`src/rtl/edv_pkg.sv`:
```
// Shared constants, types and helpers for the encoder distance/velocity core.
package edv_pkg;

  // Operand and product widths of the serial arithmetic
  localparam int MAG_W      = 33;              // magnitude of a 33-bit signed value
  localparam int FACT_W     = 16;              // second multiplier factor, divisor
  localparam int PROD_W     = 50;              // MAG_W + FACT_W, padded to even
  localparam int MUL_DIGIT  = 4;               // factor bits consumed per cycle
  localparam int MUL_STEPS  = FACT_W / MUL_DIGIT;
  localparam int MUL_CNT_W  = $clog2(MUL_STEPS);
  localparam int DIV_RADIX  = 2;               // quotient bits produced per cycle
  localparam int DIV_STEPS  = PROD_W / DIV_RADIX;
  localparam int DIV_CNT_W  = $clog2(DIV_STEPS);
  localparam int CFG_IDX_W  = 2;
  localparam int CFG_DATA_W = 16;

  localparam logic [FACT_W-1:0] MS_PER_SECOND = FACT_W'(1000);

  // Configuration register indexes
  typedef enum logic [CFG_IDX_W-1:0] {
    REG_CIRCUMFERENCE = 2'd0,
    REG_PULSES        = 2'd1
  } cfg_reg_t;

  // Input item kinds
  typedef enum logic {
    MODE_EDGE   = 1'b0,
    MODE_UPDATE = 1'b1
  } item_mode_t;

  // Update sequencer states
  typedef enum logic [2:0] {
    ST_IDLE,
    ST_DIST_MUL,
    ST_DIST_DIV,
    ST_VEL_LOAD,
    ST_VEL_MUL,
    ST_VEL_DIV,
    ST_HOLD
  } seq_state_t;

  // Saturate a sign and magnitude pair to signed 32 bits
  function automatic logic signed [31:0] sat32(input logic neg,
                                               input logic [PROD_W-1:0] mag);
    logic signed [31:0] r;
    if (!neg) begin
      if (mag > PROD_W'(32'h7fff_ffff)) r = 32'sh7fff_ffff;
      else r = mag[31:0];
    end else begin
      if (mag > PROD_W'(33'h0_8000_0000)) r = 32'sh8000_0000;
      else r = -mag[31:0];
    end
    return r;
  endfunction

endpackage

```
`src/rtl/encoder_distance_velocity_core.sv`:
```
// Top level: x1 quadrature step counter with serial distance and velocity math.
// An edge beat, taken whenever the block is idle, updates the signed step count;
// it gives no result. An update beat stalls the input until the sequencer is
// idle again: distance = circumference * steps / pulses, then velocity =
// (distance - last distance) * 1000 / elapsed_ms, each as a multiply of four
// 4-bit digit steps and a restoring divide of 25 two-bit steps, with a load
// state between the two halves and a hold state that hands the result to the
// output register. Both run in sign-magnitude form so that the quotients
// truncate toward zero and then saturate to signed 32 bits. A zero divisor is
// taken as one. The result sits in an output register, so the next beat is
// taken while it waits; a second update then waits at its end until the
// register is free. Configuration writes are always ready and must arrive
// only while the block is idle.
module encoder_distance_velocity_core (
  input  logic                            clk,
  input  logic                            rst,
  // configuration write channel
  input  logic                            cfg_valid,
  output logic                            cfg_ready,
  input  logic [edv_pkg::CFG_IDX_W-1:0]   cfg_index,
  input  logic [edv_pkg::CFG_DATA_W-1:0]  cfg_data,
  // input channel
  input  logic                            in_valid,
  output logic                            in_stall,
  input  logic                            mode,
  input  logic                            pin_a_level,
  input  logic                            pin_b_level,
  input  logic [15:0]                     elapsed_ms,
  // output channel
  output logic                            out_valid,
  input  logic                            out_stall,
  output logic signed [31:0]              distance_out,
  output logic signed [31:0]              velocity_out
);
  import edv_pkg::*;

  seq_state_t          state, state_next;
  logic [15:0]         circumference;
  logic [15:0]         pulses;
  logic [15:0]         dt;
  logic signed [31:0]  step_count;
  logic signed [31:0]  last_distance;
  logic signed [31:0]  distance;
  logic signed [31:0]  vel;
  logic                neg;

  logic                in_accept;
  logic                slot_free;
  logic                mul_start, mul_done;
  logic                div_start, div_done;
  logic [MAG_W-1:0]    mul_a;
  logic [FACT_W-1:0]   mul_b;
  logic [FACT_W-1:0]   div_d;
  logic [PROD_W-1:0]   product, quotient;
  logic                neg_load;
  logic                neg_value;
  logic [MAG_W-1:0]    steps_ext, steps_mag;
  logic [MAG_W-1:0]    diff, diff_mag;
  logic [15:0]         pulses_eff, dt_eff;

  assign in_accept  = in_valid && !in_stall;
  assign in_stall   = (state != ST_IDLE);
  assign cfg_ready  = 1'b1;
  assign slot_free  = !out_valid || !out_stall;
  assign pulses_eff = (pulses == '0) ? 16'd1 : pulses;
  assign dt_eff     = (dt == '0) ? 16'd1 : dt;

  // Sign and magnitude of the step count and of the distance change
  assign steps_ext = {step_count[31], step_count};
  assign steps_mag = step_count[31] ? (~steps_ext + 1'b1) : steps_ext;
  assign diff      = {distance[31], distance} - {last_distance[31], last_distance};
  assign diff_mag  = diff[MAG_W-1] ? (~diff + 1'b1) : diff;

  edv_mul u_mul (
    .clk     (clk),
    .rst     (rst),
    .start   (mul_start),
    .op_a    (mul_a),
    .op_b    (mul_b),
    .done    (mul_done),
    .product (product)
  );

  edv_div u_div (
    .clk      (clk),
    .rst      (rst),
    .start    (div_start),
    .dividend (product),
    .divisor  (div_d),
    .done     (div_done),
    .quotient (quotient)
  );

  // Next state of the update sequencer
  always_comb begin
    state_next = state;
    unique case (state)
      ST_IDLE:     if (in_accept && mode == MODE_UPDATE) state_next = ST_DIST_MUL;
      ST_DIST_MUL: if (mul_done) state_next = ST_DIST_DIV;
      ST_DIST_DIV: if (div_done) state_next = ST_VEL_LOAD;
      ST_VEL_LOAD: state_next = ST_VEL_MUL;
      ST_VEL_MUL:  if (mul_done) state_next = ST_VEL_DIV;
      ST_VEL_DIV:  if (div_done) state_next = ST_HOLD;
      ST_HOLD:     if (slot_free) state_next = ST_IDLE;
      default:     state_next = ST_IDLE;
    endcase
  end

  // Sequencer outputs: unit starts and operand selection
  always_comb begin
    mul_start = 1'b0;
    div_start = 1'b0;
    neg_load  = 1'b0;
    neg_value = 1'b0;
    mul_a     = steps_mag;
    mul_b     = circumference;
    div_d     = pulses_eff;
    unique case (state)
      ST_IDLE: begin
        mul_start = in_accept && mode == MODE_UPDATE;
        neg_load  = mul_start;
        neg_value = step_count[31];
      end
      ST_DIST_MUL: begin
        div_start = mul_done;
      end
      ST_VEL_LOAD: begin
        mul_start = 1'b1;
        mul_a     = diff_mag;
        mul_b     = MS_PER_SECOND;
        neg_load  = 1'b1;
        neg_value = diff[MAG_W-1];
      end
      ST_VEL_MUL: begin
        div_start = mul_done;
        div_d     = dt_eff;
      end
      default: begin
      end
    endcase
  end

  // State register
  always_ff @(posedge clk) begin
    if (rst) state <= ST_IDLE;
    else state <= state_next;
  end

  // Configuration registers
  always_ff @(posedge clk) begin
    if (rst) begin
      circumference <= 16'd1;
      pulses        <= 16'd1;
    end else if (cfg_valid && cfg_ready) begin
      case (cfg_index)
        REG_CIRCUMFERENCE: circumference <= cfg_data;
        REG_PULSES:        pulses        <= cfg_data;
        default: begin
        end
      endcase
    end
  end

  // Step counter: on an edge beat with channel A high, count up, or down when B is high
  always_ff @(posedge clk) begin
    if (rst) begin
      step_count <= '0;
    end else if (in_accept && mode == MODE_EDGE && pin_a_level) begin
      step_count <= pin_b_level ? step_count - 32'sd1 : step_count + 32'sd1;
    end
  end

  // Hold the elapsed time and the sign of the running computation
  always_ff @(posedge clk) begin
    if (in_accept) dt <= elapsed_ms;
    if (neg_load) neg <= neg_value;
  end

  // Capture distance and velocity as the divider finishes
  always_ff @(posedge clk) begin
    if (state == ST_DIST_DIV && div_done) distance <= sat32(neg, quotient);
    if (state == ST_VEL_DIV && div_done) vel <= sat32(neg, quotient);
  end

  // Last distance and output register
  always_ff @(posedge clk) begin
    if (rst) begin
      last_distance <= '0;
      out_valid     <= 1'b0;
    end else begin
      if (state == ST_HOLD && slot_free) begin
        out_valid     <= 1'b1;
        last_distance <= distance;
      end else if (out_valid && !out_stall) begin
        out_valid <= 1'b0;
      end
    end
  end

  always_ff @(posedge clk) begin
    if (state == ST_HOLD && slot_free) begin
      distance_out <= distance;
      velocity_out <= vel;
    end
  end

endmodule

```
`src/rtl/edv_mul.sv`:
```
// Digit-serial unsigned multiplier, four factor bits per cycle.
module edv_mul (
  input  logic                        clk,
  input  logic                        rst,
  input  logic                        start,
  input  logic [edv_pkg::MAG_W-1:0]   op_a,
  input  logic [edv_pkg::FACT_W-1:0]  op_b,
  output logic                        done,
  output logic [edv_pkg::PROD_W-1:0]  product
);
  import edv_pkg::*;

  logic [MAG_W-1:0]     a_hold;
  logic [FACT_W-1:0]    b_shift;
  logic [PROD_W-1:0]    acc;
  logic [MUL_CNT_W-1:0] cnt;
  logic                 busy;
  logic [PROD_W-1:0]    partial;

  // Add one digit's partial product to the shifted accumulator
  assign partial = PROD_W'(a_hold * b_shift[FACT_W-1 -: MUL_DIGIT]);

  // Control: count the digits, pulse done after the last
  always_ff @(posedge clk) begin
    if (rst) begin
      busy <= 1'b0;
      done <= 1'b0;
      cnt  <= '0;
    end else begin
      done <= !start && busy && (cnt == MUL_CNT_W'(MUL_STEPS - 1));
      if (start) begin
        busy <= 1'b1;
        cnt  <= '0;
      end else if (busy) begin
        cnt <= cnt + 1'b1;
        if (cnt == MUL_CNT_W'(MUL_STEPS - 1)) busy <= 1'b0;
      end
    end
  end

  // Datapath: load operands, then shift in one digit per cycle
  always_ff @(posedge clk) begin
    if (start) begin
      a_hold  <= op_a;
      b_shift <= op_b;
      acc     <= '0;
    end else if (busy) begin
      acc     <= (acc << MUL_DIGIT) + partial;
      b_shift <= b_shift << MUL_DIGIT;
    end
  end

  assign product = acc;

endmodule

```
`src/rtl/edv_div.sv`:
```
// Digit-serial restoring divider, two quotient bits per cycle.
module edv_div (
  input  logic                        clk,
  input  logic                        rst,
  input  logic                        start,
  input  logic [edv_pkg::PROD_W-1:0]  dividend,
  input  logic [edv_pkg::FACT_W-1:0]  divisor,
  output logic                        done,
  output logic [edv_pkg::PROD_W-1:0]  quotient
);
  import edv_pkg::*;

  logic [PROD_W-1:0]    work;
  logic [FACT_W-1:0]    dvs;
  logic [FACT_W-1:0]    rem;
  logic [DIV_CNT_W-1:0] cnt;
  logic                 busy;
  logic [FACT_W:0]      trial_a, trial_b;
  logic                 q_a, q_b;
  logic [FACT_W-1:0]    rem_a, rem_b;

  // Two restoring steps in cascade on the narrow remainder
  always_comb begin
    trial_a = {rem, work[PROD_W-1]};
    q_a     = trial_a >= {1'b0, dvs};
    rem_a   = q_a ? FACT_W'(trial_a - {1'b0, dvs}) : trial_a[FACT_W-1:0];
    trial_b = {rem_a, work[PROD_W-2]};
    q_b     = trial_b >= {1'b0, dvs};
    rem_b   = q_b ? FACT_W'(trial_b - {1'b0, dvs}) : trial_b[FACT_W-1:0];
  end

  // Control: count digit pairs, pulse done after the last
  always_ff @(posedge clk) begin
    if (rst) begin
      busy <= 1'b0;
      done <= 1'b0;
      cnt  <= '0;
    end else begin
      done <= !start && busy && (cnt == DIV_CNT_W'(DIV_STEPS - 1));
      if (start) begin
        busy <= 1'b1;
        cnt  <= '0;
      end else if (busy) begin
        cnt <= cnt + 1'b1;
        if (cnt == DIV_CNT_W'(DIV_STEPS - 1)) busy <= 1'b0;
      end
    end
  end

  // Datapath: dividend bits leave at the top, quotient bits enter at the bottom
  always_ff @(posedge clk) begin
    if (start) begin
      work <= dividend;
      dvs  <= divisor;
      rem  <= '0;
    end else if (busy) begin
      work <= {work[PROD_W-3:0], q_a, q_b};
      rem  <= rem_b;
    end
  end

  assign quotient = work;

endmodule
```
`config.mk`:
```
export PLATFORM = sky130hd
export DESIGN_NAME = encoder_distance_velocity_core
export DESIGN_NICKNAME = d
export VERILOG_FILES = /design/src/rtl/edv_pkg.sv /design/src/rtl/encoder_distance_velocity_core.sv /design/src/rtl/edv_mul.sv /design/src/rtl/edv_div.sv
export SDC_FILE = /design/constraint.sdc
export NUM_CORES = 1
export LEC_CHECK = 0
export BUFFER_PORTS_ARGS = -buffer_cell sky130_fd_sc_hd__buf_4
export CAP_MARGIN = 10
export CORE_MARGIN = 1.5
export CORE_UTILIZATION = 40
export DETAILED_ROUTE_END_ITERATION = 6
export GPL_TIMING_DRIVEN = 0
export PLACE_DENSITY_LB_ADDON = 0.08
export SLEW_MARGIN = 15
export SYNTH_ARGS = -nofsm -noshare
export SYNTH_HDL_FRONTEND = slang
export SYNTH_SLANG_ARGS = --single-unit
```
`constraint.sdc`:
```
create_clock -name clk -period 5 [get_ports clk]
set_input_delay 1 -clock clk [delete_from_list [all_inputs] [get_ports clk]]
set_output_delay 1 -clock clk [all_outputs]
set_load 0.01 [all_outputs]
```
### Word level (Yosys, flattened, before mapping)

Index checks and enable logic that the tools add are counted.

| storage, ports and cells | value |
|---|---|
| register bits after elaboration | 437 |
| input port bits | 42 |
| output and inout bits | 67 |
| logic and storage cells | 125 |

| cells by class | value |
|---|---|
| add/sub/neg operators | 11 |
| $mul | 1 |
| magnitude comparators | 4 |
| eq/ne operators | 15 |
| muxes and demuxes | 35 |
| bitwise logic cells | 3 |
| reductions and logical operators | 32 |

Operators with widths:

| cell | count |
|---|---|
| $mux W16 | 8 |
| $mux W32 | 4 |
| $mux W50 | 2 |
| $mux W33 | 3 |
| $add A33 B1 Y33 const B | 2 |
| $not A33 Y33 | 2 |
| $add A50 B37 Y50 | 1 |
| $gt A50 B31 Y1 const B | 1 |
| $gt A50 B32 Y1 const B | 1 |
| $mul A33 B4 Y37 | 1 |
| $ge A17 B16 Y1 | 2 |
| $sub A32 B32 Y33 | 1 |
| $add A32 B2 Y32 const B | 1 |
| $logic_not A16 Y1 | 2 |
| $neg A32 Y32 | 1 |
| $sub A16 B16 Y16 | 2 |
| $sub A32 B2 Y32 const B | 1 |
| $pmux W3 S7 | 1 |
| $mux W3 | 6 |
| $logic_and A1 B1 Y1 | 12 |
| $eq A3 B3 Y1 const B | 3 |
| $mux W1 | 9 |
| $ne A2 B1 Y1 const B | 4 |
| $eq A3 B2 Y1 const B | 2 |
| 18 further kinds | 29 |

### Depth between registers and ports, before layout

Gate-level depths: netlist of the first run.

| logic depth | value |
|---|---|
| word-level depth | 8 |
| gate-level depth with buffers | 24 |
| mapped depth without buffers | 22 |

### Hierarchy

From an unflattened synthesis of the first run, not the netlist that was laid out.

| second synthesis, totals | value |
|---|---|
| cell total of the unflattened synthesis | 3072 |
| area total of the unflattened synthesis | 29002.8 um2 |

By module, submodules not included:

| module | instances | cells an instance | area each (um2) | sequential area each (um2) |
|---|---|---|---|---|
| encoder_distance_velocity_core | 1 | 1605 | 14437.6 | 6356.1 |
| edv_mul | 1 | 996 | 9210.1 | 2552.4 |
| edv_div | 1 | 471 | 5355.1 | 2442.3 |

### Worst setup path after synthesis of the first run

No wires, ideal clock.

| timing path | value |
|---|---|
| path type | register to register |
| start | register u_div.dvs[1] |
| end | register u_div.rem[1] |
| setup time | 0.164 ns |
| arrival | 5.243 ns |
| data required time | 4.836 ns |
| slack | -0.407 ns |
| cell stages (with the launch flop) | 24 |
| buffers on the path | 2 |
| period minus slack after synthesis | 5.407 ns |
| cell sequence | edfxtp_1 inv_1 ha_1 nor2b_1 o21ai_0 a21oi_1 o21bai_1 a211o_1 a22o_1 clkbuf_1 o21ai_0 ha_1 nor2b_1 o21ai_0 a21boi_0 o21ai_0 a211o_1 o21ai_0 o21ba_2 o311ai_0 nand3_1 clkbuf_1 o211ai_1 a21oi_1 |

| on the way | value |
|---|---|
| word-level cells in the longest chain between the ends | 4 |
| elaborated cells between the ends (all ways) | 6 |
| those cells by class | add/sub: 2; order compare: 2; mux: 2 |

RTL lines:

| what | RTL line | source |
|---|---|---|
| from (decl) | edv_div.sv:14 | `logic [FACT_W-1:0] dvs;` |
| from (signal assigned) | edv_div.sv:54 | `dvs <= divisor;` |
| $ge A17 B16 Y1 or $sub A16 B16 Y16 (tied branches) | edv_div.sv:25, edv_div.sv:26 |  |
| $mux W16 | edv_div.sv:26 | `rem_a = q_a ? FACT_W'(trial_a - {1'b0, dvs}) : trial_a[FACT_W-1:0];` |
| $sub A16 B16 Y16 or $ge A17 B16 Y1 (tied branches) | edv_div.sv:29, edv_div.sv:28 |  |
| $mux W16 (*) | edv_div.sv:29 | `rem_b = q_b ? FACT_W'(trial_b - {1'b0, dvs}) : trial_b[FACT_W-1:0];` |
| to (signal assigned) | edv_div.sv:58 | `rem <= rem_b;` |
| to (decl) | edv_div.sv:15 | `logic [FACT_W-1:0] rem;` |

Every way passes the cells marked *; elsewhere a longest branch is shown, timed or not.
A chain may end at the register's enable or synchronous reset.

### Worst setup path after layout of the first run

| timing path | value |
|---|---|
| start | register u_mul.b_shift[13] |
| end | register u_mul.acc[30] (netlist: u_mul.product[30]) |

| on the way | value |
|---|---|
| word-level cells in the longest chain between the ends | 2 |

RTL lines:

| what | RTL line | source |
|---|---|---|
| from (decl) | edv_mul.sv:14 | `logic [FACT_W-1:0] b_shift;` |
| from (signal assigned) | edv_mul.sv:45 | `b_shift <= op_b;` |
| from (signal assigned) | edv_mul.sv:49 | `b_shift <= b_shift << MUL_DIGIT;` |
| $mul A33 B4 Y37 | edv_mul.sv:21 | `assign partial = PROD_W'(a_hold * b_shift[FACT_W-1 -: MUL_DIGIT]);` |
| $add A50 B37 Y50 | edv_mul.sv:48 | `acc <= (acc << MUL_DIGIT) + partial;` |
| to (signal assigned) | edv_mul.sv:48 |  |
| to (decl) | edv_mul.sv:15 | `logic [PROD_W-1:0] acc;` |

No other way between the ends.

==> results of run 1 <==
## per-stage QoR
| stage | hold slack, ns | setup slack (ns) | instances | utilization [%] |
|---|---|---|---|---|
| final | 0.418 | -0.0606 | 4260 | 47.7 |
| after detailed placement | 0.405 | -1.49 | 4117 | 43.4 |
| after floorplan | 0.400 | 0.0325 | 3061 | - |
| after global placement | 0.401 | -1.54 | 4108 | 43.2 |
| after global routing | 0.426 | -0.287 | 4260 | 47.7 |
| after CTS | 0.420 | 0.00338 | 4236 | 46.6 |
## per-layer routing
layer	vias to the layer above	share of wire [%]
met5	-	0
met2	563	46
li1	11200	-
met4	0	2.2
met1	11400	47
met3	113	4.4
## Yosys cell counts (67+ instances only)
master / count / share of area (%)
inv_1: 233 / 3.1
dfxtp_1: 177 / 13
nor2_1: 163 / 2.2
xor2_1: 67 / 2.1
and2_1: 134 / 3.0
a21oi_1: 263 / 4.7
nand2_1: 454 / 6.1
fa_1: 98 / 7.0
edfxtp_1: 260 / 28
clkbuf_1: 116 / 1.5
xnor2_1: 108 / 3.4
ha_1: 145 / 6.5
o21ai_0: 205 / 3.6
## power groups by stage
stage | logic, mW | registers, mW | clock network (mW)
final | 5.25 | 4.27 | 3.92
after global routing | 5.81 | 4.30 | 4.14
after CTS | 4.49 | 4.27 | 4.02
after detailed placement | 4.12 | 4.34 | 0
after global placement | 4.09 | 4.34 | 0
after floorplan | 3.14 | 4.25 | 0
## cell type report
type | count | share of cell area (%)
Buffer | 128 | 1.87
Clock buffer | 68 | 4.27
Clock inverter | 26 | 1.00
Inverter | 234 | 2.64
Multi-Input combinational cell | 2257 | 48.5
Sequential cell | 437 | 34.1
Tap cell | 940 | 3.53
Timing Repair Buffer | 170 | 4.13
## cell usage in the layout, fill, tap and decap left out, types with 17 or more instances in the layout
cell type | Yosys | final
clkbuf_1 | 116 | 108
fa_1 | 98 | 92
o21bai_1 | 17 | 17
buf_4 | 1 | 158
nand2_1 | 454 | 448
clkbuf_16 | 0 | 53
dfxtp_1 | 177 | 177
a21oi_1 | 263 | 251
and3_1 | 24 | 22
nand2b_1 | 23 | 23
nand4_1 | 20 | 20
nand3_1 | 40 | 35
nor2_1 | 163 | 161
mux2i_1 | 45 | 44
nor3_1 | 62 | 58
xnor2_1 | 108 | 107
o311ai_1 | 20 | 22
nand3b_1 | 17 | 17
edfxtp_1 | 260 | 260
a31oi_1 | 21 | 18
and2_1 | 134 | 128
xor2_1 | 67 | 67
nor4_1 | 22 | 20
a21o_1 | 40 | 40
ha_4 | 0 | 23
o21ai_0 | 205 | 187
mux2_2 | 18 | 18
inv_1 | 233 | 226
ha_1 | 145 | 116
o31ai_1 | 21 | 20
or3_1 | 34 | 34
## worst paths after layout
path                                   startpoint  cells past startpoint                end
worst max register to register  u_mul.b_shift[13]                     17  u_mul.product[30]
worst min register to register             vel[0]                      0    velocity_out[0]
worst min-delay path                       vel[0]                      0    velocity_out[0]
worst max-delay path            u_mul.b_shift[13]                     17  u_mul.product[30]
## state kept, by name (all words and copies together) (netlist names), 2 cells and up
signal and count:
velocity_out 32, u_div.cnt 5, last_distance 32, vel 32, distance 32, u_mul.b_shift 16, circumference 16, state 3
dt 16, u_div.dvs 16, u_mul.product 50, distance_out 32, u_div.quotient 50, u_div.rem 16, pulses 16, u_mul.cnt 2
step_count 32, u_mul.a_hold 33
## logic make-up after synthesis
logic type,after synthesis
compound gates,710
xor+xnor,175
fa+ha+maj,243
buf+inv,367
flops,437
mux,63
other cells,1
simple gates,1065
## what timing repair did
item,in CTS,in global routing
setup endpoints to repair,51,59
setup buffers,29,24
resized for setup,85,128
pin swaps,29,77
cloned,0,1
==> key figures, run 1 <==
Placed design
  • Final GP Congestion: 0.911
  • Post-DP Area: 30300 um^2
  • I/O Buffers: 107
  • Final HPWL DP: 65.2 mm

Layout
  • Multi-input logic area: 16100 um^2
  • Fin area: 33300 um^2
  • Layout area overhead: 18.4%
  • Antenna Cells: 0
  • Fillers: 6578
  • FF/Latch Area: 11400 um^2
  • Layout cells sized above 1: 13.1%
  • Final Net Count: 3563

Synth
  • Cells after synthesis: 3061
  • Syn Nets: 3346
  • Synth cell types: 81
  • XOR/XNOR Fraction of Synth Area: 5.45%
  • Number of synthesized flops with an enable pin: 260
  • Synth Area in Simple Gates: 18.2%
  • Post-synthesis compound-gate area fraction: 15.2%
  • Yosys warning total: 0
  • Largest family of logic cells by synthesized area: simple AND/OR/NAND/NOR gates
  • Prevailing post-synth register cell: edfxtp_1
  • Async set-reset flop share out of synthesis: 0%
  • Seq/Total Area, Yosys: 40.4%
  • FF+latch count, synth: 437
  • Post-Synth Adder-Cell Area: 13.4%
  • Synth Area per Inst: 9.19 um^2
  • Mux share of post-synthesis cell area: 2.32%
  • Cell Area, Synth: 28100 um^2

STA
  • Final Skew: 0.0222 ns
  • Slew Viols, Final: 0
  • Fin worst setup slack: -0.0606 ns
  • Max Freq: 0.198 GHz
  • Final setup violation count: 2
  • Minimum clock period: 5.06 ns
  • Final hold viol count: 0
  • Worst-margin pin slew: 1.08 ns
  • RSZ-0062 raised after global routing: yes
  • Rel. slew slack: 27.9%
  • Final TNS setup: -0.0657 ns
  • Final worst path period share: 101%

Global routing
  • Largest net degree at the start of global routing: 51
  • Vias in the first global route: 22900
  • Gr usage total: 23.5%
  • Initial antenna violation count: 0
  • Total grt overflow: 0
  • Met1 usage: 33.0%
  • Busiest grt layer: met2
  • Met3 Use GR: 2.51%
  • GRT met2 Usage: 38.8%
  • First-pass GRT wire length: 132 mm

Die
  • Initial Util: 40.3%
  • Core Area: 69800 um^2
  • Number of cell rows: 97
  • Die ar.: 71900 um^2
  • Die width: 268 um
  • I/O pin total: 109
  • Die Y: 268 um

Setup path
  • Crit Path Class: register to register
  • Worst setup SP type: register
  • CP Data Arrival Time: 5.53 ns
  • Critical-path cell list: buf_8 -> and2_4 -> fa_2 -> fa_1 -> fa_1 -> ha_4 -> a211oi_2 -> o21bai_1 -> o311a_1 -> a211oi_4 -> o2111ai_2 -> a31oi_1 -> o21a_2 -> nor2_1 -> a31oi_1 -> xor2_1 -> o21ai_1
  • Worst EP required: 5.47 ns
  • WP buf/inv: 1
  • CP max FO: 4
  • Slowest CP cell: fa_1
  • Largest stage delay on the critical path: 0.58 ns
  • CP endpoint kind: register
  • Top Family by Delay on Critical Path: compound AO/OA/AOI/OAI gates
  • Worst reg2reg setup slack: -0.06 ns

Detailed routing
  • Per-cell routed wire length: 19.9 um
  • Antenna viol nets, final: 0
  • Initial DRC Count: 1561
  • DRC viols: 0
  • Post-DR vias/cell: 5.46
  • Drt pass-1 iters: 6
  • DR vias: 23200
  • Total wire length: 84.7 mm

Power and ir drop
  • Peak supply drop: 257 uV
  • Sw Share: 34.8%
  • Clock power frac: 29.2%
  • Leakage power: 13.1 nW
  • Comb pwr share: 39.0%
  • PD cells: 404 nW/um^2
  • Sequential share of power: 31.8%
  • Pint: 8.76 mW
  • Post-route total power: 13.4 mW
  • NetSw: 4.68 mW

Clocking
  • Clock Latency Late Sink: 0.60 ns
  • H-tree depth: 2
  • Max clock buf depth: 3
  • CTS tree: yes
  • Hold buffer count at CTS: 0
  • Num CTS Buffers: 50
  • CTS clock-pin slew for the worst setup and hold paths: 0.06 ns
  • Root Driver: clkbuf_16
  • Sink Count: 437

Outcome
  • Violated checks: negative setup slack
  • Status: finished, violations left

Flow run
  • # Max-Cap Violations: 0

Worst hold path
  • Hold Crit Class: register to register
Power figures use the tool's default switching activity.
==> inputs of run 2 (changes only) <==
CTS_BUF_LIST = sky130_fd_sc_hd__clkbuf_4 sky130_fd_sc_hd__clkbuf_8   (was unset)
clock period = 5.76 ns   (was 5 ns; I/O delays follow)
==> key figures, run 2 (same netlist as run 1, synthesis figures left out) <==
Die
  • Die width: 268 um (unchanged)
  • Number of cell rows: 97 (unchanged)
  • Die Y: 268 um (unchanged)
  • I/O pin total: 109 (unchanged)
  • Initial Util: 40.3% (unchanged)
  • Core Area: 69800 um^2 (unchanged)
  • Die ar.: 71900 um^2 (unchanged)

Layout
  • Leading cell type in the layout, fill and taps excluded: nand2_1
  • Multi-input logic area: 15500 um^2 (-4.1%)
  • Fillers: 6776 (+3.0%)
  • Most frequent cells in the layout: nand2_1 (453), a21oi_1 (262), edfxtp_1 (260)
  • Final Net Count: 3545 (-0.51%)
  • FF/Latch Area: 11400 um^2 (unchanged)
  • Layout cells sized above 1: 10.1% (-3.0 points)
  • Layout area overhead: 14.3%
  • Fin area: 32200 um^2 (-3.4%)
  • Non-filler cells, final: 4268 (+0.19%)

STA
  • Hold_ws: 0.418 ns (+0.0000280 ns)
  • Worst-margin pin slew: 1.16 ns (+0.0827 ns)
  • Max Freq: 0.181 GHz (-8.6%)
  • Fin worst setup slack: 0.223 ns (+0.284 ns)
  • Final worst path period share: 96.1% (-5.1 points)
  • Rel. slew slack: 21.4% (-6.5 points)
  • Final setup violation count: 0 (-2)
  • RSZ-0062 raised after global routing: no
  • Final Skew: 0.0439 ns (+0.0217 ns)
  • Final hold viol count: 0 (unchanged)
  • Minimum clock period: 5.54 ns (+0.476 ns)
  • Slew Viols, Final: 0 (unchanged)

Clocking
  • Hold buffer count at CTS: 0 (unchanged)
  • Sink Count: 437 (unchanged)
  • H-tree depth: 3 (+1)
  • CTS clock-pin slew for the worst setup and hold paths: 0.06 ns (about the same)
  • Num CTS Buffers: 80 (+60%)
  • CTS tree: yes
  • Root Driver: clkbuf_8
  • Clock Latency Late Sink: 0.71 ns (+0.11 ns)
  • Max clock buf depth: 3 (unchanged)

Setup path
  • Worst EP required: 6.31 ns (+0.84 ns)
  • Worst setup SP type: register
  • FF-to-FF End: u_mul.product[34]
  • CP endpoint kind: register
  • Worst R2R Start: u_mul.b_shift[14]
  • CP max FO: 10 (+6)
  • R2R depth: 19 (+2)
  • CP Data Arrival Time: 6.09 ns (+0.56 ns)
  • Worst reg2reg setup slack: 0.22 ns (+0.28 ns)
  • Crit Path Class: register to register

Power and ir drop
  • Sw Share: 35.8% (+1.0 points)
  • Post-route total power: 10.7 mW (-20%)
  • Pint: 6.87 mW (-22%)
  • PD cells: 333 nW/um^2 (-18%)
  • NetSw: 3.84 mW (-18%)
  • Clock power frac: 31.2% (+2.0 points)
  • Sequential share of power: 34.6% (+2.8 points)
  • Comb pwr share: 34.2% (-4.8 points)
  • Peak supply drop: 161 uV (-37%)
  • Leakage power: 12.8 nW (-2.0%)

Placed design
  • I/O Buffers: 107 (unchanged)
  • Final HPWL DP: 65.7 mm (+0.91%)
  • Worst slack, placed: -1.42 ns (+0.0702 ns)
  • Final GP Congestion: 0.914 (+0.34%)
  • Cells after DPL: 4117 (unchanged)
  • Post-DP Area: 30300 um^2 (about the same)

Worst hold path
  • Hold Crit Class: register to register
  • HP Start: vel[28]
  • WHS Path Cells: 0 (unchanged)
  • Hold EP: velocity_out[28]

Global routing
  • Met1 usage: 32.5% (-0.46 points)
  • Vias in the first global route: 22700 (-0.48%)
  • Total grt overflow: 0 (unchanged)
  • Met3 Use GR: 3.56% (+1.1 points)
  • Gr usage total: 23.6% (+0.13 points)
  • Initial antenna violation count: 1 (+1)
  • Largest net degree at the start of global routing: 51 (unchanged)
  • GRT met2 Usage: 38.1% (-0.64 points)
  • First-pass GRT wire length: 131 mm (-0.60%)
  • Busiest grt layer: met2

Detailed routing
  • Drt pass-1 iters: 5 (-1)
  • Antenna viol nets, final: 0 (unchanged)
  • DRC viols: 0 (unchanged)
  • Post-DR vias/cell: 5.40 (-0.98%)
  • Per-cell routed wire length: 19.9 um (about the same)
  • Initial DRC Count: 1520 (-2.6%)
  • DR vias: 23100 (-0.80%)
  • Total wire length: 84.9 mm (+0.27%)

Flow run
  • # Max-Cap Violations: 0 (unchanged)

Outcome
  • Status: complete, no violations
==> run 2: changes by cell type in the layout (fill, tap and decap cells not counted), sizes merged <==
cell	change
clkinvlp	+2
clkinv	+6
clkbuf	+48
inv	+4
diode	+2
buf	-54
==> run 2: how the worst max path moves through the flow <==
stage	depth (start not counted)	end	start	slack [ns]
after floorplan	23	u_div.rem[1]	u_div.dvs[1]	0.35
after global placement	23	u_div.rem[1]	u_div.dvs[1]	-1.47
after detailed placement	23	u_div.rem[1]	u_div.dvs[1]	-1.42
after CTS	20	u_mul.product[40]	u_mul.b_shift[14]	0.01
after global routing	19	u_mul.product[34]	u_mul.b_shift[14]	0.009
final	19	u_mul.product[34]	u_mul.b_shift[14]	0.22
==> run 2: critical path, stage by stage (launching register included) <==
cell and delay [ns]:
edfxtp_1 0.54, clkbuf_2 0.27, and2_1 0.20, fa_1 0.48, fa_1 0.55, inv_1 0.06
fa_1 0.50, inv_1 0.04, ha_1 0.33, o21ai_0 0.19, o21bai_1 0.11, o311a_1 0.37
a211oi_4 0.37, o2111ai_1 0.28, a31oi_1 0.26, o21a_1 0.22, nor3_1 0.09, o221ai_1 0.24
mux2i_1 0.23, nand3_1 0.08
==> run 2: cell type report <==
type | count | share of cell area [%]
clock inverter | 38 | 1.33
inverter | 234 | 2.74
clock buffer | 110 | 4.22
multi-input combinational | 2257 | 48.1
timing repair buffer | 117 | 2.90
buffer | 133 | 1.70
sequential | 437 | 35.3
tap | 940 | 3.66
antenna | 2 | 0.0156
==> run 2: what timing repair did <==
| item | CTS | global route |
|---|---|---|
| pin swaps | 0 | 2 |
| gates resized for setup | 19 | 19 |
| endpoints found under the hold margin | 0 | 0 |
| setup endpoints to repair | 34 | 36 |
| cloned | 0 | 0 |
| setup buffers | 0 | 1 |
==> run 2: through the flow <==
stage,TNS [ns],utilization (%)
after floorplan,0,-
after global placement,-27.58,43.1
after detailed placement,-22.15,43.4
after CTS,0,46.0
after global routing,0,46.1
final,0,46.1
==> run 2: metal layers <==
| metal | wire length (um) | share of wire, % | vias up |
|---|---|---|---|
| met3 | 3970 | 4.7 | 132 |
| met5 | 0 | 0 | - |
| li1 | - | - | 11100 |
| met4 | 2180 | 2.6 | 0 |
| met1 | 40000 | 47 | 11300 |
| met2 | 38700 | 46 | 549 |
==> run 2: power by group through the flow <==
stage	Sequential [mW]	Clock [mW]	Combinational [mW]
finish	3.71	3.34	3.66
global route	3.73	3.56	4.11
CTS	3.70	3.45	3.61
detailed placement	3.77	0	3.55
global placement	3.77	0	3.53
floorplan	3.69	0	2.72
